## src/rtl/bfr_pkg.sv

```systemverilog
`default_nettype none
package bfr_pkg;

	typedef enum logic [2:0] {
		KIND_SET_UART = 3'd0,
		KIND_FILL     = 3'd1,
		KIND_BOOT     = 3'd2,
		KIND_ERASE    = 3'd3,
		KIND_RESTART  = 3'd4
	} kind_t;

	localparam int unsigned REG_APP_PRESENT = 0;
	localparam int unsigned REG_CLOCK_HZ    = 1;
	localparam int unsigned CFG_IDX_W       = 1;

	localparam logic [7:0] BYTE_PREAMBLE = 8'haa;
	localparam logic [7:0] BYTE_COLON    = 8'h3a;
	localparam logic [7:0] BYTE_START    = 8'h53;
	localparam logic [2:0] PREAMBLE_MIN  = 3'd4;
	localparam logic [11:0] DIV_MAX      = 12'hfff;

	// Command from the parser to the page/divisor engine.
	typedef enum logic [1:0] {
		CMD_SINGLE = 2'd0,
		CMD_DIVIDE = 2'd1,
		CMD_PAGE   = 2'd2
	} cmd_op_t;

	typedef struct packed {
		cmd_op_t     op;
		kind_t       kind;
		logic        parity_on;
		logic [14:0] rate;
		logic [15:0] page_addr;
	} cmd_t;

	typedef struct packed {
		kind_t       kind;
		logic [11:0] baud_divisor;
		logic        parity_on;
		logic [15:0] flash_addr;
		logic [15:0] word_data;
		logic        last;
	} result_t;

endpackage
`default_nettype wire

```

## src/rtl/bfr_if.sv

```systemverilog
`default_nettype none
interface bfr_in_if;
	logic       valid;
	logic       ready;
	logic       op;
	logic [7:0] rx_byte;
	modport source (output valid, op, rx_byte, input ready);
	modport sink (input valid, op, rx_byte, output ready);
endinterface

interface bfr_out_if;
	logic        valid;
	logic        ready;
	logic [2:0]  kind;
	logic [11:0] baud_divisor;
	logic        parity_on;
	logic [15:0] flash_addr;
	logic [15:0] word_data;
	logic        last;
	modport source (output valid, kind, baud_divisor, parity_on, flash_addr, word_data, last,
		input ready);
	modport sink (input valid, kind, baud_divisor, parity_on, flash_addr, word_data, last,
		output ready);
endinterface

interface bfr_cfg_if;
	logic        valid;
	logic        ready;
	logic        index;
	logic [26:0] data;
	modport source (output valid, index, data, input ready);
	modport sink (input valid, index, data, output ready);
endinterface
`default_nettype wire

```

## src/rtl/bfr_parser.sv

```systemverilog
`default_nettype none
module bfr_parser
	import bfr_pkg::*;
#(
	parameter int unsigned BUFFER_BYTES = 256,
	localparam int unsigned BUF_AW = $clog2(BUFFER_BYTES)
) (
	input  wire logic              clk,
	input  wire logic              arst_n,
	input  wire logic              in_valid,
	output logic                   in_ready,
	input  wire logic              in_op,
	input  wire logic [7:0]        in_byte,
	input  wire logic              app_present,
	input  wire logic              page_busy,
	output logic                   cmd_valid,
	input  wire logic              cmd_ready,
	output cmd_t                   cmd,
	output logic                   wr_en,
	output logic [BUF_AW-1:0]      wr_addr,
	output logic [7:0]             wr_data
);

	typedef enum logic [3:0] {
		PH_PRE1, PH_CFG0, PH_CFG1, PH_PRE2, PH_COLON, PH_LEN, PH_ALO, PH_AHI, PH_CSUM,
		PH_DATA
	} phase_t;

	phase_t      phase_q;
	logic [2:0]  pre_cnt_q;
	logic [7:0]  cfg_hold_q;
	logic [7:0]  len_q;
	logic [15:0] addr_q;
	logic [7:0]  sum_q;
	logic [7:0]  idx_q;
	logic        written_q;

	logic       acc;
	logic [7:0] sum_nx;
	logic [7:0] idx_nx;
	logic [14:0] rate;
	kind_t      boot_kind, fail_kind;

	// A command may be needed for any byte, so take a byte only with queue room.
	// Hold data bytes while an earlier page is still queued or being read out.
	assign in_ready = cmd_ready && !(phase_q == PH_DATA && page_busy);
	assign acc = in_valid && in_ready;
	assign sum_nx = sum_q + in_byte;
	assign idx_nx = idx_q + 8'd1;
	assign rate = {cfg_hold_q[6:0], in_byte};
	assign boot_kind = app_present ? KIND_BOOT : KIND_RESTART;
	assign fail_kind = (!written_q && app_present) ? KIND_BOOT : KIND_ERASE;

	assign wr_en = acc && !in_op && phase_q == PH_DATA
		&& {1'b0, idx_q} < 9'(BUFFER_BYTES);
	assign wr_addr = idx_q[BUF_AW-1:0];
	assign wr_data = in_byte;

	always_comb begin
		cmd_valid = 1'b0;
		cmd = '0;
		cmd.op = CMD_SINGLE;
		cmd.kind = boot_kind;
		cmd.page_addr = addr_q;
		cmd.rate = rate;
		cmd.parity_on = cfg_hold_q[7];
		if (acc) begin
			case (phase_q)
				PH_CFG0: cmd_valid = in_op;
				PH_CFG1: begin
					cmd_valid = 1'b1;
					if (!in_op && rate != '0) cmd.op = CMD_DIVIDE;
				end
				PH_COLON: begin
					cmd_valid = in_op || in_byte != BYTE_COLON;
					cmd.kind = fail_kind;
				end
				PH_LEN: begin
					cmd_valid = in_op || in_byte == BYTE_START;
					cmd.kind = in_op ? fail_kind : KIND_BOOT;
				end
				PH_ALO, PH_AHI: begin
					cmd_valid = in_op;
					cmd.kind = fail_kind;
				end
				PH_CSUM: begin
					cmd.kind = fail_kind;
					cmd_valid = in_op || len_q == 8'd0;
					if (!in_op && sum_nx == 8'd0) cmd.op = CMD_PAGE;
				end
				PH_DATA: begin
					cmd.kind = fail_kind;
					cmd_valid = in_op || idx_nx == len_q;
					if (!in_op && sum_nx == 8'd0) cmd.op = CMD_PAGE;
				end
				default: begin
					cmd_valid = in_op || (in_byte != BYTE_PREAMBLE
						&& !(pre_cnt_q >= PREAMBLE_MIN && in_byte == BYTE_COLON));
				end
			endcase
		end
	end

	always_ff @(posedge clk or negedge arst_n) begin
		if (!arst_n) begin
			phase_q <= PH_PRE1;
			pre_cnt_q <= '0;
			cfg_hold_q <= '0;
			len_q <= '0;
			addr_q <= '0;
			sum_q <= '0;
			idx_q <= '0;
			written_q <= 1'b0;
		end else if (acc) begin
			if (cmd_valid && cmd.op != CMD_PAGE && cmd.op != CMD_DIVIDE) begin
				// any single result restarts the receiver
				phase_q <= PH_PRE1;
				pre_cnt_q <= '0;
				cfg_hold_q <= '0;
				len_q <= '0;
				addr_q <= '0;
				sum_q <= '0;
				idx_q <= '0;
				written_q <= 1'b0;
			end else begin
				case (phase_q)
					PH_CFG0: begin
						cfg_hold_q <= in_byte;
						phase_q <= PH_CFG1;
					end
					PH_CFG1: begin
						phase_q <= PH_PRE2;
						pre_cnt_q <= '0;
					end
					PH_COLON: phase_q <= PH_LEN;
					PH_LEN: begin
						len_q <= in_byte;
						sum_q <= in_byte;
						phase_q <= PH_ALO;
					end
					PH_ALO: begin
						addr_q[7:0] <= in_byte;
						sum_q <= sum_nx;
						phase_q <= PH_AHI;
					end
					PH_AHI: begin
						addr_q[15:8] <= in_byte;
						sum_q <= sum_nx;
						phase_q <= PH_CSUM;
					end
					PH_CSUM: begin
						sum_q <= sum_nx;
						idx_q <= '0;
						if (len_q == 8'd0) begin
							written_q <= 1'b1;
							phase_q <= PH_COLON;
						end else begin
							phase_q <= PH_DATA;
						end
					end
					PH_DATA: begin
						sum_q <= sum_nx;
						idx_q <= idx_nx;
						if (idx_nx == len_q) begin
							written_q <= 1'b1;
							phase_q <= PH_COLON;
						end
					end
					default: begin
						if (in_byte == BYTE_PREAMBLE) begin
							if (phase_q != PH_PRE2) phase_q <= PH_PRE1;
							if (pre_cnt_q < PREAMBLE_MIN) pre_cnt_q <= pre_cnt_q + 3'd1;
						end else begin
							pre_cnt_q <= '0;
							phase_q <= (phase_q == PH_PRE2) ? PH_LEN : PH_CFG0;
						end
					end
				endcase
			end
		end
	end

endmodule
`default_nettype wire

```

## src/rtl/bfr_fifo.sv

```systemverilog
`default_nettype none
module bfr_fifo
	import bfr_pkg::*;
#(
	parameter int unsigned DEPTH = 2,
	localparam int unsigned AW = (DEPTH > 1) ? $clog2(DEPTH) : 1
) (
	input  wire logic clk,
	input  wire logic arst_n,
	input  wire logic wr_valid,
	output logic      wr_ready,
	input  wire cmd_t wr_data,
	output logic      rd_valid,
	input  wire logic rd_ready,
	output cmd_t      rd_data
);

	cmd_t        mem_q [DEPTH];
	logic [AW-1:0] wp_q, rp_q;
	logic [AW:0]   cnt_q;
	logic          push, pop;

	assign wr_ready = cnt_q != (AW+1)'(DEPTH);
	assign rd_valid = cnt_q != '0;
	assign rd_data = mem_q[rp_q];
	assign push = wr_valid && wr_ready;
	assign pop = rd_valid && rd_ready;

	always_ff @(posedge clk) begin
		if (push) mem_q[wp_q] <= wr_data;
	end

	always_ff @(posedge clk or negedge arst_n) begin
		if (!arst_n) begin
			wp_q <= '0;
			rp_q <= '0;
			cnt_q <= '0;
		end else begin
			if (push) wp_q <= (wp_q == AW'(DEPTH - 1)) ? '0 : wp_q + AW'(1);
			if (pop) rp_q <= (rp_q == AW'(DEPTH - 1)) ? '0 : rp_q + AW'(1);
			cnt_q <= cnt_q + (AW+1)'(push) - (AW+1)'(pop);
		end
	end

endmodule
`default_nettype wire

```

## src/rtl/bfr_engine.sv

```systemverilog
`default_nettype none
module bfr_engine
	import bfr_pkg::*;
#(
	parameter int unsigned BUFFER_BYTES = 256,
	parameter int unsigned PAGE_BYTES = 128,
	localparam int unsigned BUF_AW = $clog2(BUFFER_BYTES)
) (
	input  wire logic              clk,
	input  wire logic              arst_n,
	input  wire logic              cmd_valid,
	output logic                   cmd_ready,
	input  wire cmd_t              cmd,
	input  wire logic [26:0]       clock_hz,
	input  wire logic              wr_en,
	input  wire logic [BUF_AW-1:0] wr_addr,
	input  wire logic [7:0]        wr_data,
	output logic                   busy,
	output logic                   res_valid,
	input  wire logic              res_ready,
	output result_t                res
);

	localparam int unsigned WORDS = PAGE_BYTES / 2;
	localparam int unsigned WW = $clog2(WORDS + 1);
	localparam int unsigned NUM_W = 31;
	localparam int unsigned DEN_W = 19;

	typedef enum logic [2:0] {ST_IDLE, ST_DIV, ST_DIVFIN, ST_RD, ST_PAGE} st_t;

	// Buffer kept as byte pairs so one read gives a whole word.
	logic [7:0] mem_lo_q [BUFFER_BYTES/2];
	logic [7:0] mem_hi_q [BUFFER_BYTES/2];
	logic [BUFFER_BYTES/2-1:0] vld_lo_q;
	logic [BUFFER_BYTES/2-1:0] vld_hi_q;

	st_t          st_q;
	cmd_t         cur_q;
	logic [NUM_W-1:0] rem_q;
	logic [NUM_W-1:0] quo_q;
	logic [DEN_W-1:0] den_q;
	logic [4:0]   step_q;
	logic [WW-1:0] widx_q;
	logic [7:0]   rd_lo_s1, rd_hi_s1;
	logic         rd_lo_ok_s1, rd_hi_ok_s1;
	logic [WW-1:0] rd_w_s1;
	logic         out_v_q;
	result_t      out_q;
	logic         out_free;
	logic         out_load;
	result_t      out_nx;
	logic         page_last;
	logic         rd_in_buf;
	logic [BUF_AW-2:0] rd_row;
	logic [NUM_W:0] trial;
	logic [NUM_W-1:0] v_sum;
	logic [NUM_W-1:0] v_div;
	logic [11:0]  div_cl;

	assign out_free = !out_v_q || res_ready;
	assign res_valid = out_v_q;
	assign res = out_q;
	assign busy = st_q != ST_IDLE;
	assign cmd_ready = st_q == ST_IDLE && out_free;
	assign rd_row = (BUF_AW-1)'(widx_q);
	assign rd_in_buf = {1'b0, widx_q} < (WW+1)'(BUFFER_BYTES / 2);
	assign page_last = rd_w_s1 == WW'(WORDS - 1);
	assign trial = {rem_q, quo_q[NUM_W-1]} - {{(NUM_W-DEN_W+1){1'b0}}, den_q};
	// (q + 5) / 10 via reciprocal multiply on a 31-bit value
	assign v_sum = quo_q + NUM_W'(5);
	always_comb begin
		logic [63:0] prod;
		logic [NUM_W-1:0] q0;
		prod = 64'(v_sum) * 64'd3435973837;
		q0 = NUM_W'(prod >> 35);
		v_div = q0;
	end
	assign div_cl = (v_div == '0) ? 12'd0 :
		((v_div - NUM_W'(1)) > NUM_W'(DIV_MAX)) ? DIV_MAX : 12'(v_div - NUM_W'(1));

	always_comb begin
		out_load = 1'b0;
		out_nx = '0;
		case (st_q)
			ST_IDLE: begin
				if (cmd_valid && cmd_ready && cmd.op != CMD_DIVIDE && cmd.op != CMD_PAGE) begin
					out_load = 1'b1;
					out_nx.kind = cmd.kind;
				end
			end
			ST_DIV, ST_RD: out_load = 1'b0;
			ST_DIVFIN: begin
				out_load = out_free;
				out_nx.kind = KIND_SET_UART;
				out_nx.baud_divisor = div_cl;
				out_nx.parity_on = cur_q.parity_on;
			end
			default: begin
				out_load = out_free;
				out_nx.kind = KIND_FILL;
				out_nx.flash_addr = cur_q.page_addr + 16'({rd_w_s1, 1'b0});
				out_nx.word_data = {rd_hi_ok_s1 ? rd_hi_s1 : 8'd0, rd_lo_ok_s1 ? rd_lo_s1 : 8'd0};
				out_nx.last = page_last;
			end
		endcase
	end

	always_ff @(posedge clk) begin
		if (wr_en) begin
			if (wr_addr[0]) mem_hi_q[wr_addr[BUF_AW-1:1]] <= wr_data;
			else mem_lo_q[wr_addr[BUF_AW-1:1]] <= wr_data;
		end
		rd_lo_s1 <= mem_lo_q[rd_row];
		rd_hi_s1 <= mem_hi_q[rd_row];
	end

	always_ff @(posedge clk or negedge arst_n) begin
		if (!arst_n) begin
			vld_lo_q <= '0;
			vld_hi_q <= '0;
		end else if (wr_en) begin
			if (wr_addr[0]) vld_hi_q[wr_addr[BUF_AW-1:1]] <= 1'b1;
			else vld_lo_q[wr_addr[BUF_AW-1:1]] <= 1'b1;
		end
	end

	always_ff @(posedge clk or negedge arst_n) begin
		if (!arst_n) begin
			st_q <= ST_IDLE;
			out_v_q <= 1'b0;
			out_q <= '0;
			cur_q <= '0;
			rem_q <= '0;
			quo_q <= '0;
			den_q <= '0;
			step_q <= '0;
			widx_q <= '0;
			rd_lo_ok_s1 <= 1'b0;
			rd_hi_ok_s1 <= 1'b0;
			rd_w_s1 <= '0;
		end else begin
			if (out_load) begin
				out_v_q <= 1'b1;
				out_q <= out_nx;
			end else if (res_ready) begin
				out_v_q <= 1'b0;
			end
			case (st_q)
				ST_IDLE: begin
					if (cmd_valid && cmd_ready) begin
						cur_q <= cmd;
						case (cmd.op)
							CMD_DIVIDE: begin
								quo_q <= NUM_W'(clock_hz) * NUM_W'(10);
								den_q <= {cmd.rate, 4'd0};
								rem_q <= '0;
								step_q <= '0;
								st_q <= ST_DIV;
							end
							CMD_PAGE: begin
								widx_q <= '0;
								st_q <= ST_RD;
							end
							default: ;
						endcase
					end
				end
				ST_DIV: begin
					// restoring division, one quotient bit per cycle
					if (!trial[NUM_W]) rem_q <= trial[NUM_W-1:0];
					else rem_q <= {rem_q[NUM_W-2:0], quo_q[NUM_W-1]};
					quo_q <= {quo_q[NUM_W-2:0], !trial[NUM_W]};
					step_q <= step_q + 5'd1;
					if (step_q == 5'(NUM_W - 1)) st_q <= ST_DIVFIN;
				end
				ST_DIVFIN: begin
					if (out_free) st_q <= ST_IDLE;
				end
				ST_RD: begin
					rd_lo_ok_s1 <= vld_lo_q[rd_row] && rd_in_buf;
					rd_hi_ok_s1 <= vld_hi_q[rd_row] && rd_in_buf;
					rd_w_s1 <= widx_q;
					st_q <= ST_PAGE;
				end
				default: begin
					if (out_free) begin
						if (page_last) begin
							st_q <= ST_IDLE;
						end else begin
							widx_q <= rd_w_s1 + WW'(1);
							st_q <= ST_RD;
						end
					end
				end
			endcase
		end
	end

endmodule
`default_nettype wire

```

## src/rtl/bootloader_frame_receiver_unit.sv

```systemverilog
// Single results pass through the command queue and the output register; the baud
// setting also waits for the restoring division. Page: each fill word takes a buffer
// read, then the output register, 64 words in all.
// Throughput: one byte per cycle while the command queue has room; data bytes
// hold while an earlier page is still queued or being read out.
// Reset (arst_n low) returns to preamble wait, restores default registers
// and marks every buffer byte as zero through per-byte valid bits.
`default_nettype none
module bootloader_frame_receiver_unit
	import bfr_pkg::*;
#(
	parameter int unsigned BUFFER_BYTES = 256,
	parameter int unsigned PAGE_BYTES = 128
) (
	input  wire logic clk,
	input  wire logic arst_n,
	bfr_in_if.sink    in_ch,
	bfr_out_if.source out_ch,
	bfr_cfg_if.sink   cfg_ch
);

	localparam int unsigned BUF_AW = $clog2(BUFFER_BYTES);

	logic        app_q;
	logic [26:0] clk_hz_q;
	logic        pq_valid, pq_ready, eq_valid, eq_ready;
	cmd_t        pq_cmd, eq_cmd;
	logic        wr_en;
	logic [BUF_AW-1:0] wr_addr;
	logic [7:0]  wr_data;
	logic        eng_busy;
	logic        page_busy;
	result_t     res;

	assign page_busy = eq_valid || eng_busy;

	assign cfg_ch.ready = 1'b1;
	always_ff @(posedge clk or negedge arst_n) begin
		if (!arst_n) begin
			app_q <= 1'b0;
			clk_hz_q <= 27'd16000000;
		end else if (cfg_ch.valid) begin
			if (cfg_ch.index == 1'(REG_APP_PRESENT)) app_q <= cfg_ch.data[0];
			else clk_hz_q <= cfg_ch.data;
		end
	end

	bfr_parser #(.BUFFER_BYTES(BUFFER_BYTES)) u_parser (
		.clk, .arst_n,
		.in_valid(in_ch.valid), .in_ready(in_ch.ready),
		.in_op(in_ch.op), .in_byte(in_ch.rx_byte),
		.app_present(app_q),
		.page_busy(page_busy),
		.cmd_valid(pq_valid), .cmd_ready(pq_ready), .cmd(pq_cmd),
		.wr_en, .wr_addr, .wr_data
	);

	bfr_fifo #(.DEPTH(2)) u_fifo (
		.clk, .arst_n,
		.wr_valid(pq_valid), .wr_ready(pq_ready), .wr_data(pq_cmd),
		.rd_valid(eq_valid), .rd_ready(eq_ready), .rd_data(eq_cmd)
	);

	bfr_engine #(.BUFFER_BYTES(BUFFER_BYTES), .PAGE_BYTES(PAGE_BYTES)) u_engine (
		.clk, .arst_n,
		.cmd_valid(eq_valid), .cmd_ready(eq_ready), .cmd(eq_cmd),
		.clock_hz(clk_hz_q),
		.wr_en, .wr_addr, .wr_data,
		.busy(eng_busy),
		.res_valid(out_ch.valid), .res_ready(out_ch.ready), .res
	);

	assign out_ch.kind = res.kind;
	assign out_ch.baud_divisor = res.baud_divisor;
	assign out_ch.parity_on = res.parity_on;
	assign out_ch.flash_addr = res.flash_addr;
	assign out_ch.word_data = res.word_data;
	assign out_ch.last = res.last;

endmodule
`default_nettype wire

```

## src/flat_wrapper.sv

```systemverilog
// flat-port wrapper written by rule: the top's interface ports become plain ports
module bootloader_frame_receiver_unit_flat import bfr_pkg::*;
#(
	parameter int unsigned BUFFER_BYTES = 256,
	parameter int unsigned PAGE_BYTES = 128
)
  (clk, arst_n, in_ch_valid, in_ch_op, in_ch_rx_byte, in_ch_ready, out_ch_valid, out_ch_kind, out_ch_baud_divisor, out_ch_parity_on, out_ch_flash_addr, out_ch_word_data, out_ch_last, out_ch_ready, cfg_ch_valid, cfg_ch_index, cfg_ch_data, cfg_ch_ready);
  bfr_in_if in_ch_i ();
  bfr_out_if out_ch_i ();
  bfr_cfg_if cfg_ch_i ();
  input  wire logic clk;
  input  wire logic arst_n;
  input wire logic [$bits(in_ch_i.valid)-1:0] in_ch_valid;
  input wire logic [$bits(in_ch_i.op)-1:0] in_ch_op;
  input wire logic [$bits(in_ch_i.rx_byte)-1:0] in_ch_rx_byte;
  output wire logic [$bits(in_ch_i.ready)-1:0] in_ch_ready;
  output wire logic [$bits(out_ch_i.valid)-1:0] out_ch_valid;
  output wire logic [$bits(out_ch_i.kind)-1:0] out_ch_kind;
  output wire logic [$bits(out_ch_i.baud_divisor)-1:0] out_ch_baud_divisor;
  output wire logic [$bits(out_ch_i.parity_on)-1:0] out_ch_parity_on;
  output wire logic [$bits(out_ch_i.flash_addr)-1:0] out_ch_flash_addr;
  output wire logic [$bits(out_ch_i.word_data)-1:0] out_ch_word_data;
  output wire logic [$bits(out_ch_i.last)-1:0] out_ch_last;
  input wire logic [$bits(out_ch_i.ready)-1:0] out_ch_ready;
  input wire logic [$bits(cfg_ch_i.valid)-1:0] cfg_ch_valid;
  input wire logic [$bits(cfg_ch_i.index)-1:0] cfg_ch_index;
  input wire logic [$bits(cfg_ch_i.data)-1:0] cfg_ch_data;
  output wire logic [$bits(cfg_ch_i.ready)-1:0] cfg_ch_ready;
  assign in_ch_i.valid = in_ch_valid;
  assign in_ch_i.op = in_ch_op;
  assign in_ch_i.rx_byte = in_ch_rx_byte;
  assign in_ch_ready = in_ch_i.ready;
  assign out_ch_valid = out_ch_i.valid;
  assign out_ch_kind = out_ch_i.kind;
  assign out_ch_baud_divisor = out_ch_i.baud_divisor;
  assign out_ch_parity_on = out_ch_i.parity_on;
  assign out_ch_flash_addr = out_ch_i.flash_addr;
  assign out_ch_word_data = out_ch_i.word_data;
  assign out_ch_last = out_ch_i.last;
  assign out_ch_i.ready = out_ch_ready;
  assign cfg_ch_i.valid = cfg_ch_valid;
  assign cfg_ch_i.index = cfg_ch_index;
  assign cfg_ch_i.data = cfg_ch_data;
  assign cfg_ch_ready = cfg_ch_i.ready;
  bootloader_frame_receiver_unit #(.BUFFER_BYTES(BUFFER_BYTES), .PAGE_BYTES(PAGE_BYTES)) u_core (.clk(clk), .arst_n(arst_n), .in_ch(in_ch_i), .out_ch(out_ch_i), .cfg_ch(cfg_ch_i));
endmodule
```

## config.mk

```make
export PLATFORM = sky130hd
export DESIGN_NAME = bootloader_frame_receiver_unit_flat
export DESIGN_NICKNAME = d
export VERILOG_FILES = /design/src/rtl/bfr_pkg.sv /design/src/rtl/bfr_if.sv /design/src/rtl/bfr_parser.sv /design/src/rtl/bfr_fifo.sv /design/src/rtl/bfr_engine.sv /design/src/rtl/bootloader_frame_receiver_unit.sv /design/src/flat_wrapper.sv
export SDC_FILE = /design/constraint.sdc
export NUM_CORES = 2
export LEC_CHECK = 0
export BUFFER_PORTS_ARGS = -buffer_cell sky130_fd_sc_hd__buf_2
export CELL_PAD_IN_SITES_DETAIL_PLACEMENT = 2
export CELL_PAD_IN_SITES_GLOBAL_PLACEMENT = 2
export CORE_MARGIN = 3
export CORE_UTILIZATION = 44
export DETAILED_ROUTE_END_ITERATION = 6
export PLACE_DENSITY = 0.72
export SETUP_SLACK_MARGIN = 0.2
export SYNTH_ARGS = -nofsm -noshare
export SYNTH_HDL_FRONTEND = slang
export SYNTH_SLANG_ARGS = --single-unit
```

## constraint.sdc

```tcl
create_clock -name clk -period 10.52 [get_ports clk]
set_clock_uncertainty 0.05 [all_clocks]
set_input_delay 1.052 -clock clk [delete_from_list [all_inputs] [get_ports clk]]
set_output_delay 1.052 -clock clk [all_outputs]
set_load 0.02 [all_outputs]
```

== Yosys cells after proc, flatten, opt, wreduce, memory -nomap -nowiden ==
Memory sizes are Yosys's and may differ from the RTL's. A register that Yosys moved wholly into a read port is not among the register bits.
Cells that the tools add are included.

* Output and inout port bits: 52
* Memories: 3
* RAM bits: 2,122
* Register bits: 512

* $add $sub $neg: 13
* Bitwise gates (word level): 5
* $lt $le $gt $ge: 6
* Multiply operators: 2
* Equal/unequal tests: 40
* Mux-type cells: 86
* Reductions and logical operators: 74

{| class="wikitable"
|+ Memories
! name !! depth !! bits a word !! read ports !! clocked after memory_dff !! wr ports !! line !! text
|-
| u_core.u_engine.mem_hi_q || 128 || 8 || 1 || 1 || 1 || bfr_engine.sv:33 || <nowiki>logic [7:0] mem_hi_q [BUFFER_BYTES/2];</nowiki>
|-
| u_core.u_engine.mem_lo_q || 128 || 8 || 1 || 1 || 1 || bfr_engine.sv:32 || <nowiki>logic [7:0] mem_lo_q [BUFFER_BYTES/2];</nowiki>
|-
| u_core.u_fifo.mem_q || 2 || 37 || 1 || 0 || 1 || bfr_fifo.sv:18 || <nowiki>cmd_t mem_q [DEPTH];</nowiki>
|}

{| class="wikitable"
|+ Operator list
! kind !! count
|-
| $or 128x128->128 || 2
|-
| $mux 31 || 5
|-
| $pmux 31 s2 || 2
|-
| $mux 8 || 10
|-
| $mul 31x32->63 const B || 1
|-
| $mux 33 || 1
|-
| $pmux 4 s8 || 1
|-
| $pmux 8 s2 || 2
|-
| $sub 32x19->32 || 1
|-
| $add 31x3->31 const B || 1
|-
| $gt 31x12->1 const B || 1
|-
| $logic_not 31->1 || 1
|-
| $mul 27x3->30 const B || 1
|-
| $mux 3 || 10
|-
| $sub 28x1->29 const B || 1
|-
| $mux 7 || 4
|-
| $mux 12 || 2
|-
| $pmux 3 s2 || 4
|-
| $mux 1 || 23
|-
| $reduce_and 2->1 || 11
|-
| $mux 4 || 5
|-
| $logic_and 1x1->1 || 18
|-
| $add 16x8->16 || 1
|-
| $eq 4x3->1 const B || 4
|-
| other kinds (62) || 114
|}

== Logic depth before layout (Yosys ltp) ==
* Depth after elaboration: 12
* Gate-level depth with buffers: 41

== Modules after synthesis ==
Synthesis repeated with hierarchy kept, for this count alone.

* Cell total of the unflattened synthesis: 6,979
* Area, all modules: 120,171.5 sq um

{| class="wikitable"
|+ Modules (own cells, without submodules)
! module !! instances !! cells each !! area an instance (sq um) !! sequential area each (sq um)
|-
| bfr_engine || 1 || 6,357 || 112,106.3 || 72,429.5
|-
| bfr_parser || 1 || 422 || 3,997.6 || 1,401.3
|-
| bfr_fifo || 1 || 137 || 2,892.8 || 2,322.2
|-
| bootloader_frame_receiver_unit || 1 || 63 || 1,174.9 || 709.4
|}

== Least setup slack after synthesis ==
No wires, ideal clock.

* Path type: register to register
* Start: reg u_core.u_engine.quo_q[3]
* End: reg u_core.u_engine.out_q, in the netlist u_core.u_engine.res[42]
* Buffers on the path: 2
* Setup slack: 0.606 ns
* Library setup time: 0.126 ns
* Cell stages (with the launch flop): 40
* Arrival time: 9.738 ns
* Cell sequence: dfrtp_1 > clkbuf_1 > nand4_1 > nor4b_1 > and2_1 > nand2_1 > xnor2_1 > ha_1 > inv_1 > fa_1 > inv_1 > fa_1 > inv_1 > fa_1 > inv_1 > fa_1 > fa_1 > fa_1 > [4 not listed] > nand4_1 > nor4_1 > o211ai_1 > nand2_1 > a41oi_1 > a21boi_0 > nor2_1 > inv_1 > ha_1 > nor3b_2 > nand2_1 > o2bb2a_1 > o32a_1 > a311oi_1 > nand4_1 > o31a_1 > buf_6 > a221o_1

* Longest elaborated chain between the ends: 7

{| class="wikitable"
|+ Ends and longest elaborated chain
! item !! line !! text
|-
| start: declaration || bfr_engine.sv:40 || <nowiki>logic [NUM_W-1:0] quo_q;</nowiki>
|-
| start signal: assignment || bfr_engine.sv:154 || <nowiki>quo_q <= NUM_W'(clock_hz) * NUM_W'(10);</nowiki>
|-
| start signal: assignment || bfr_engine.sv:172 || <nowiki>quo_q <= {quo_q[NUM_W-2:0], !trial[NUM_W]};</nowiki>
|-
| $add 31x3->31 * || bfr_engine.sv:70 || <nowiki>assign v_sum = quo_q + NUM_W'(5);</nowiki>
|-
| $mul 31x32->63 * || bfr_engine.sv:74 || <nowiki>prod = 64'(v_sum) * 64'd3435973837;</nowiki>
|-
| $sub 28x1->29 || bfr_engine.sv:79 || <nowiki>((v_div - NUM_W'(1)) > NUM_W'(DIV_MAX)) ? DIV_MAX : 12'(v_div - NUM_W'(1));</nowiki>
|-
| $gt 31x12->1 || bfr_engine.sv:79 ||
|-
| $mux 12 || bfr_engine.sv:79 ||
|-
| $mux 12 * || bfr_engine.sv:78 || <nowiki>assign div_cl = (v_div == '0) ? 12'd0 :</nowiki>
|-
| $mux 13 * || bfr_engine.sv:84 || <nowiki>case (st_q)</nowiki>
|-
| end signal: assignment || bfr_engine.sv:144 || <nowiki>out_q <= out_nx;</nowiki>
|-
| end: declaration || bfr_engine.sv:48 || <nowiki>result_t out_q;</nowiki>
|}

Every way passes the cells marked *; elsewhere a longest branch is shown, timed or not.
A chain may end at the register's enable or synchronous reset.

== Worst setup path after layout ==
* Start: reg u_core.u_engine.quo_q[3]
* End: reg u_core.u_engine.out_q, in the netlist u_core.u_engine.res[39]

Same word-level chain as after synthesis.

==> run_results.csv <==
group,metric,value,unit
logic_synthesis,yosysSeqAreaShare,64.5,%
route,drt_iter0_markers,5580,
timing,maxSlewHeadroom,10.2,%
cells_and_area,nFillCells,24000,
timing,finalHoldViolCount,0,
cts,clk-insertion-delay-late,0.92,ns
cts,clockBufferDepth,4,
cts,postCtsHoldBufs,0,
placement,post-place-ws,-0.369,ns
timing,worst_slack,0.486,ns
route,drtPass1Iterations,5,
worst_setup_path,crit_arrival,10.75,ns
cells_and_area,seq_area,76900,µm²
cts,numCtsBuffers,290,
cts,htreeDepth,5,
timing,finalSetupViolCount,0,
job,maxCapViolations,0,
global_routing,grt_pass1_wl,536000,µm
timing,max_freq,0.0997,GHz
cells_and_area,synthToLayoutAreaGrowth,12.8,%
logic_synthesis,synth_area,119000,µm²
floorplanning,dieArea,277000,µm²
logic_synthesis,synth.distinct_cells,88,
worst_setup_path,cp_max_fo,6,
timing,min_period,10.03,ns
floorplanning,fp.dieW,526,µm
cells_and_area,nets,7850,
floorplanning,core,269000,µm²
worst_setup_path,critPathKind,"register to register",
route,drc,0,
timing,slew_violations,0,
timing,fin_hold_ws,0.134,ns
placement,placed_cells,10400,
worst_setup_path,cp.required,11.24,ns
logic_synthesis,synth.ff_latch_count,2650,
logic_synthesis,syn_inst,6963,
worst_setup_path,max_stage_delay,0.60,ns
route,vias_per_cell,5.96,
logic_synthesis,synthTopCellsByArea,"edfxtp_1, mux4_2, dfrtp_1",
floorplanning,rows,190,
global_routing,grt_max_degree,151,
logic_synthesis,synth_edf_count,2122,
cells_and_area,multi_input_area,40200,µm²
global_routing,antenna_found_initial,9,
global_routing,grt_pass1_vias,73100,
logic_synthesis,synthArstFlopShare,19.3,%
placement,dpl.hpwl,234000,µm
floorplanning,die_y,526,µm
route,wirelength,363000,µm
logic_synthesis,avgSynthCellArea,17.1,µm²
cells_and_area,drive_gt1_share,25.5,%
cts,cts_sinks,2650,
worst_setup_path,critPathLaunchType,"register",
global_routing,overflow,0,
floorplanning,initial_utilization,44.4,%
timing,fin_crit_sh,95.4,%
min_path,min_path_type,"primary input to asynchronous set/reset pin",
worst_setup_path,cp-end-kind,"register",
cts,path_clk_slew,0.06,ns
cts,clockRootBuffer,"clkbuf_16",
placement,gp_congestion,0.874,
timing,worst_slew_pin_slew,1.34,ns
global_routing,grt_usage,26.2,%
worst_setup_path,slowest_stage,"fa_2",
route,ant_nets,0,
placement,numPortBuffers,92,
timing,rsz0062_at_grt,"yes",
logic_synthesis,yosysMostFrequentCell,"edfxtp_1",
cells_and_area,layout.cells.non_filler,11000,
logic_synthesis,syn_nets,7624,
cts,cts_tree,"done",
logic_synthesis,yosys.area.top_type,"edfxtp_1",
logic_synthesis,ys_top_cells_by_count,"edfxtp_1, mux4_2, dfrtp_1",
route,vias,65500,
logic_synthesis,ys_warn_count,0,
floorplanning,io_pins,94,
run_status,status,"finished clean",
route,wl_per_cell,33.1,µm
worst_setup_path,cpMostUsedCell,"inv_1",
logic_synthesis,synth_top_area_share,53.5,%
logic_synthesis,synth_ff_type,"edfxtp_1",
==> layer usage <==
metal	vias up	global-route usage (%)	routed length, µm	share of wire (%)
li1	27100	-	-	-
met1	35800	34.7	148000	41
met2	2024	45.4	187000	51
met3	552	2.90	15800	4.3
met4	4	8.61	13100	3.6
met5	-	0	34	0.0094
==> final cells by class <==
cell class,instances,area share [%]
antenna,3,0.00558
clock buffer,402,6.02
clock inverter,129,1.07
inverter,417,1.17
multi-input combinational,3588,29.9
sequential,2650,57.2
tap,3552,3.30
timing repair buffer,242,1.36
==> layout by cell type, fill, tap and decap left out, drive strengths merged, types with 39 or more instances in the layout <==
cell and count:
dfrtp 505, fa 236, nor3 39, a21oi 136, xor2 67, o21ai 189
mux4 755, clkinv 89, nand2 264, mux2 53, a21o 46, buf 242
or2 265, xnor2 96, edfxtp 2122, clkbuf 402, inv 429, nand3 94
nor2 438, ha 383, mux2i 79
==> final timing paths <==
path	start	to	slack (ns)	cells past startpoint
setup reg to reg	u_core.u_engine.quo_q[3]$_DFFE_PN0P_	u_core.u_engine.res[39]$_DFFE_PN0P_	0.49	40
hold / removal	arst_n	u_core.u_engine.vld_lo_q[68]$_DFFE_PN0P_	0.13	1
min in group clk	cfg_ch_data[5]	u_core.clk_hz_q[5]$_DFFE_PN0P_	0.38	2
hold reg to reg	u_core.u_engine.rd_lo_s1[4]$_DFF_P_	u_core.u_engine.res[5]$_DFFE_PN0P_	0.40	2
max in group asynchronous	arst_n	u_core.u_engine.vld_hi_q[122]$_DFFE_PN0P_	8.00	3
setup / recovery	u_core.u_engine.quo_q[3]$_DFFE_PN0P_	u_core.u_engine.res[39]$_DFFE_PN0P_	0.49	40
==> critical path, delay by kind of cell, from the launching register on <==
family	cells	cell delay [ns]
XOR/XNOR	1	0.19
AND/OR/NAND/NOR	11	2.00
buffers and inverters	10	1.07
flip-flops	1	0.37
adder cells (fa/ha/maj)	10	4.36
AO/OA/AOI/OAI	8	1.90
==> registers in the layout, indices dropped and copies added, names as in the netlist, 5 cells and up <==
register,flops
u_core.u_engine.cur_q,17
u_core.u_fifo.mem_q,74
u_core.u_parser.sum_q,8
u_core.u_engine.rd_row,7
u_core.u_engine.rd_lo_s1,8
u_core.u_parser.addr_q,16
u_core.u_parser.len_q,8
u_core.u_engine.rd_w_s1,7
u_core.u_engine.mem_hi_q,1024
u_core.u_engine.rem_q,31
u_core.clk_hz_q,27
u_core.u_engine.res,49
u_core.u_engine.mem_lo_q,1024
u_core.u_parser.wr_addr,8
u_core.u_engine.rd_hi_s1,8
u_core.u_engine.quo_q,31
u_core.u_engine.den_q,15
u_core.u_engine.vld_lo_q,128
u_core.u_engine.step_q,5
u_core.u_engine.vld_hi_q,128
u_core.u_parser.cfg_hold_q,8
==> kinds of logic after synthesis <==
logic type	Yosys count	synth area share [%]
multiplexers	887	15.4
AND/OR/NAND/NOR	1336	5.51
adder cells (fa/ha/maj)	619	7.98
AO/OA/AOI/OAI	581	3.08
XOR/XNOR	163	1.21
flip-flops	2650	64.5
other	1	0.00315
buffers and inverters	726	2.30
==> metrics by stage <==
| step | cell area [µm²] | TNS (ns) | util (%) |
|---|---|---|---|
| floorplan | 119000 | 0 | - |
| global placement | 124000 | -2.39 | 46.2 |
| detailed placement | 124000 | -4.26 | 46.2 |
| CTS | 134000 | 0 | 49.8 |
| global route | 134000 | -0.00311 | 50.1 |
| finish | 135000 | 0 | 50.1 |
==> timing repair <==
item	in CTS	in global routing
buffers inserted	4	26
gates resized for setup	24	93
pin swaps	4	27
cloned	0	1
setup endpoints to repair	12	12
Power is left out: the tool's default activity adds up to more than one toggle a clock period on the data nets, which glitch-free logic cannot reach.
